`src/sv/cdq_pkg.sv`:
```
// Shared types and constants for the circular deque.
package cdq_pkg;

   localparam int SLOTS  = 1024;
   localparam int IDX_W  = $clog2(SLOTS);
   localparam int DATA_W = 32;
   localparam int CAP_W  = 10;

   typedef enum logic [1:0] {
      OP_PUSH_FRONT = 2'd0,
      OP_POP_FRONT  = 2'd1,
      OP_PUSH_BACK  = 2'd2,
      OP_POP_BACK   = 2'd3
   } op_type;

   typedef enum logic [1:0] {
      ST_DONE  = 2'd0,
      ST_FULL  = 2'd1,
      ST_EMPTY = 2'd2
   } status_type;

   typedef enum logic [2:0] {
      S_IDLE = 3'b001,
      S_EXEC = 3'b010,
      S_RESP = 3'b100
   } state_type;

   typedef struct packed {
      logic load;
      logic exec;
   } cmd_type;

endpackage

```
`src/sv/cdq_ctrl.sv`:
```
// Sequencer for the circular deque: accept, execute, deliver.
module cdq_ctrl
   import cdq_pkg::*;
(
   input  logic    clock,
   input  logic    reset,
   input  logic    req_tvalid,
   output logic    req_tready,
   output logic    rsp_tvalid,
   input  logic    rsp_tready,
   output cmd_type cmd
);

   state_type state_ff;
   state_type state_in;

   assign req_tready = (state_ff == S_IDLE);
   assign rsp_tvalid = (state_ff == S_RESP);
   assign cmd.load   = req_tvalid && req_tready;
   assign cmd.exec   = (state_ff == S_EXEC);

   always_comb begin
      state_in = state_ff;
      case (state_ff)
         S_IDLE: begin
            if (req_tvalid) state_in = S_EXEC;
         end
         S_EXEC: begin
            state_in = S_RESP;
         end
         S_RESP: begin
            if (rsp_tready) state_in = S_IDLE;
         end
         default: begin
            state_in = S_IDLE;
         end
      endcase
   end

   always_ff @(posedge clock) begin
      if (reset) begin
         state_ff <= S_IDLE;
      end else begin
         state_ff <= state_in;
      end
   end

endmodule

```
`config.mk`:
```
export PLATFORM = sky130hd
export DESIGN_NAME = cdq_ctrl
export DESIGN_NICKNAME = d
export VERILOG_FILES = /design/src/sv/cdq_pkg.sv /design/src/sv/cdq_ctrl.sv
export SDC_FILE = /design/constraint.sdc
export NUM_CORES = 1
export LEC_CHECK = 0
export ABC_AREA = 0
export CAP_MARGIN = 5
export CORE_AREA = 5 5 42 44
export CTS_CLUSTER_DIAMETER = 30
export DETAILED_ROUTE_END_ITERATION = 6
export DIE_AREA = 0 0 47 49
export DONT_BUFFER_PORTS = 1
export HOLD_SLACK_MARGIN = 0.05
export PLACE_DENSITY = 0.36
export SLEW_MARGIN = 20
export SYNTH_ARGS = -nofsm -noshare
export SYNTH_HDL_FRONTEND = slang
export SYNTH_SLANG_ARGS = --single-unit
```
`constraint.sdc`:
```
create_clock -name clock -period 2.33 [get_ports clock]
set_input_delay 0.3495 -clock clock [delete_from_list [all_inputs] [get_ports clock]]
set_output_delay 0.3495 -clock clock [all_outputs]
set_load 0.005 [all_outputs]
```
======== Yosys cells after proc, flatten, opt, wreduce, memory -nomap -nowiden ========
Index checks and enable logic that the tools add are counted.
storage, ports and cells
  bits in registers ....................... 3
  output and inout bits ................... 4
  word-level logic and storage cells ...... 11
operators by class
  multiplexer cells ....................... 3
  reductions and logical operators ........ 2
  equality and inequality tests ........... 5
operator list
  kind                  number
  $pmux W3 S3           1
  $mux W3               2
  $eq A3 B1 Y1 const B  1
  $eq A3 B2 Y1 const B  1
  $eq A3 B3 Y1 const B  1
  $ne A2 B1 Y1 const B  1
  $ne A2 B2 Y1 const B  1
  $reduce_and A2 Y1     1
  $logic_and A1 B1 Y1   1

======== Logic depth before layout (Yosys ltp) ========
  depth after elaboration ................. 3
  mapped depth ............................ 3
  depth with buffers taken out ............ 2

======== Worst setup path after synthesis ========
Ideal clock, no wire load.
  path kind ............................... flip-flop to output port
  start point ............................. register state_ff[1]
  end point ............................... output cmd[0] (netlist name)
  path buffers ............................ 1
  slack ................................... 1.001 ns
  cell stages (with the launch flop) ...... 4
  arrival time ............................ 0.979 ns
  required time ........................... 1.980 ns
  cells stage by stage .................... dfxtp_1 > or3b_2 > inv_1 > buf_4
RTL lines
  element                 RTL line        RTL
  start, declared         cdq_ctrl.sv:14  state_type state_ff;
  start signal, assigned  cdq_ctrl.sv:44  state_ff <= state_in;
  end, declared           cdq_ctrl.sv:11  output cmd_type cmd

==> metrics.txt <==
status=completed; Crit. End Element=output port; Worst Path Required=1.98 ns; top flop regs=state_ff (3); post-synthesis cell type count=12; sequential area share after synthesis=38.71%; TritonCTS Buffers=3; Final HPWL DP=296.6 um; dominant synthesized flop cell=dfxtp_1; Num Clock Sinks=3; max-capacitance violation count=0; Synthesis Warnings=0; largest net degree at the start of global routing=8; share of layout cells above drive strength 1=21.05%; area fraction of the dominant cell type after synthesis=38.71%; CTS Root Cell=clkbuf_4; Post-Route WL=405 um; slowest CP cell=or3b_2; via count=127; max-slew violations=0; clk_lat worst skew=0.23 ns; vias in the first global route=135; upper clock frequency limit=0.6415 GHz; Mapped Area=155.1 um^2; Core Area=1401 um^2; CP peak stage delay=0.48 ns; worst flop-to-flop path startpoint=state_ff[0]; CP arrival=1.21 ns; Synth Net Count=20; P_leak=0.07148 nW; hold_ws=0.1889 ns; CP startpoint=state_ff[1]; Starting Density=11.07%; maximum clock insertion buffer count=2; via-per-instance ratio=3.629; Worst-Margin Slew=0.2615 ns; Crit Path Class=register to output port; Synth area leaders=dfxtp_1, nor3b_1, nand4bb_1; TritonRoute pass-1 iters=3; final hold viol count=0; setup violators final=0; die height=49 um; worst min path class=input pin to register; post-cts sizing count=0; startpoint types=register; dpl cell area=167.7 um^2; num ports=8; Synth Instances=16; top cells by count, synth=dfxtp_1, inv_1, nor3b_1; CTS tree=done; HP Start=reset; area grow syn2layout=25.00%; PnR Total Power=0.1598 mW; Cell Chain, Critical Path=or3b_2 -> inv_1; Die ar.=2303 um^2; FFs w/ async S/R, synth=0%; RSZ-0062 raised after global routing=no; clock-pin slew on the worst setup and hold paths=0.04 ns; flop-to-flop setup slack=1.14 ns; initial antenna violation count=0; Worst slew margin=82.53%; minimum clock period=1.559 ns; area of the multi-input gates=80.08 um^2; Fill cells=167; number of synthesized flops with an enable pin=0; Biggest register=state_ff; max reg flops=3; Final Instance Area=193.9 um^2; Post-Syn Area per Cell=9.697 um^2; I/O Buffers=0; # DRC=0; global-route wire length before repair=676 um; Peak VDD IR=112.5 uV; count leader, synth=dfxtp_1; part of the cycle the worst path needs=66.91%; Critical Path Fanout Max=7; Clock Skew=0.0009780 ns; total global routing overflow=0; Reg area=60.06 um^2; final setup TNS=0 ns; DRT iter0 DRCs=3; PwrDens=824.2 nW/um^2; Top delay family on crit path=simple AND/OR/NAND/NOR gates; Row Count=14; Final Util=13.84%; Yosys top cell by area=dfxtp_1; Die Wd=47 um; NumNets Final=24; GRT Overall Usage=4.996%; RePlAce Congestion=0.7175; #FFs+latches synth=3; H-tree lvl count=1; Final ANT Viol Nets=0; WL/cell=11.57 um; post-CTS setup buffer count=0; Ant. Diodes=0; CP Buf/Inv Count=1; # hold bufs at CTS=0
==> final timing paths <==
check | cells past startpoint | to
worst max-delay path | 2 | cmd[0]
worst min-delay path | 1 | state_ff[1]
worst max register to register | 2 | state_ff[0]
worst min register to register | 1 | state_ff[2]
==> through the flow <==
stage	instances	setup WS [ns]
detailed placement	31	1.003
global route	35	0.6749
global placement	31	1.035
floorplan	16	1.001
CTS	35	0.7507
finish	35	0.7711
==> layout by cell type (no fill, tap or decap) <==
master | Yosys | final
clkbuf_4 | 0 | 3
dfxtp_1 | 3 | 3
inv_1 | 2 | 2
nor3b_1 | 2 | 2
or3b_2 | 1 | 1
nand4bb_1 | 1 | 1
nor2_1 | 1 | 1
nand2b_1 | 1 | 1
or3b_1 | 1 | 1
a211oi_1 | 1 | 1
or4b_1 | 1 | 1
a31o_1 | 1 | 1
clkbuf_1 | 0 | 1
==> report_power, final <==
| group | switching, mW | total (mW) | internal, mW |
|---|---|---|---|
| sequential | 0.00373 | 0.0581 | 0.0544 |
| combinational | 0.00454 | 0.00913 | 0.00459 |
| clock | 0.0283 | 0.0926 | 0.0643 |
==> cell type report <==
cell class | instances | share of cell area [%]
clock buffer | 4 | 13.55
inverter | 2 | 3.871
multi-input combinational | 10 | 41.29
sequential | 3 | 30.97
tap | 16 | 10.32
==> per-layer routing <==
metal | track usage, % | share of wire [%] | wire length, um
met1 | 3.947 | 37 | 148
met2 | 4.072 | 33 | 132
met3 | 8.487 | 31 | 125
met4 | 5.530 | 0 | 0
met5 | 0 | 0 | 0
==> cell families after synthesis <==
group                  count (synthesis)  share of synthesized area (%)
AOI/OAI and AO/OA                      2                          10.49
buffers and inverters                  3                          9.681
DFF                                    3                          38.71
and+or+nand+nor                        8                          41.13
(Power assumes the default switching activity.)
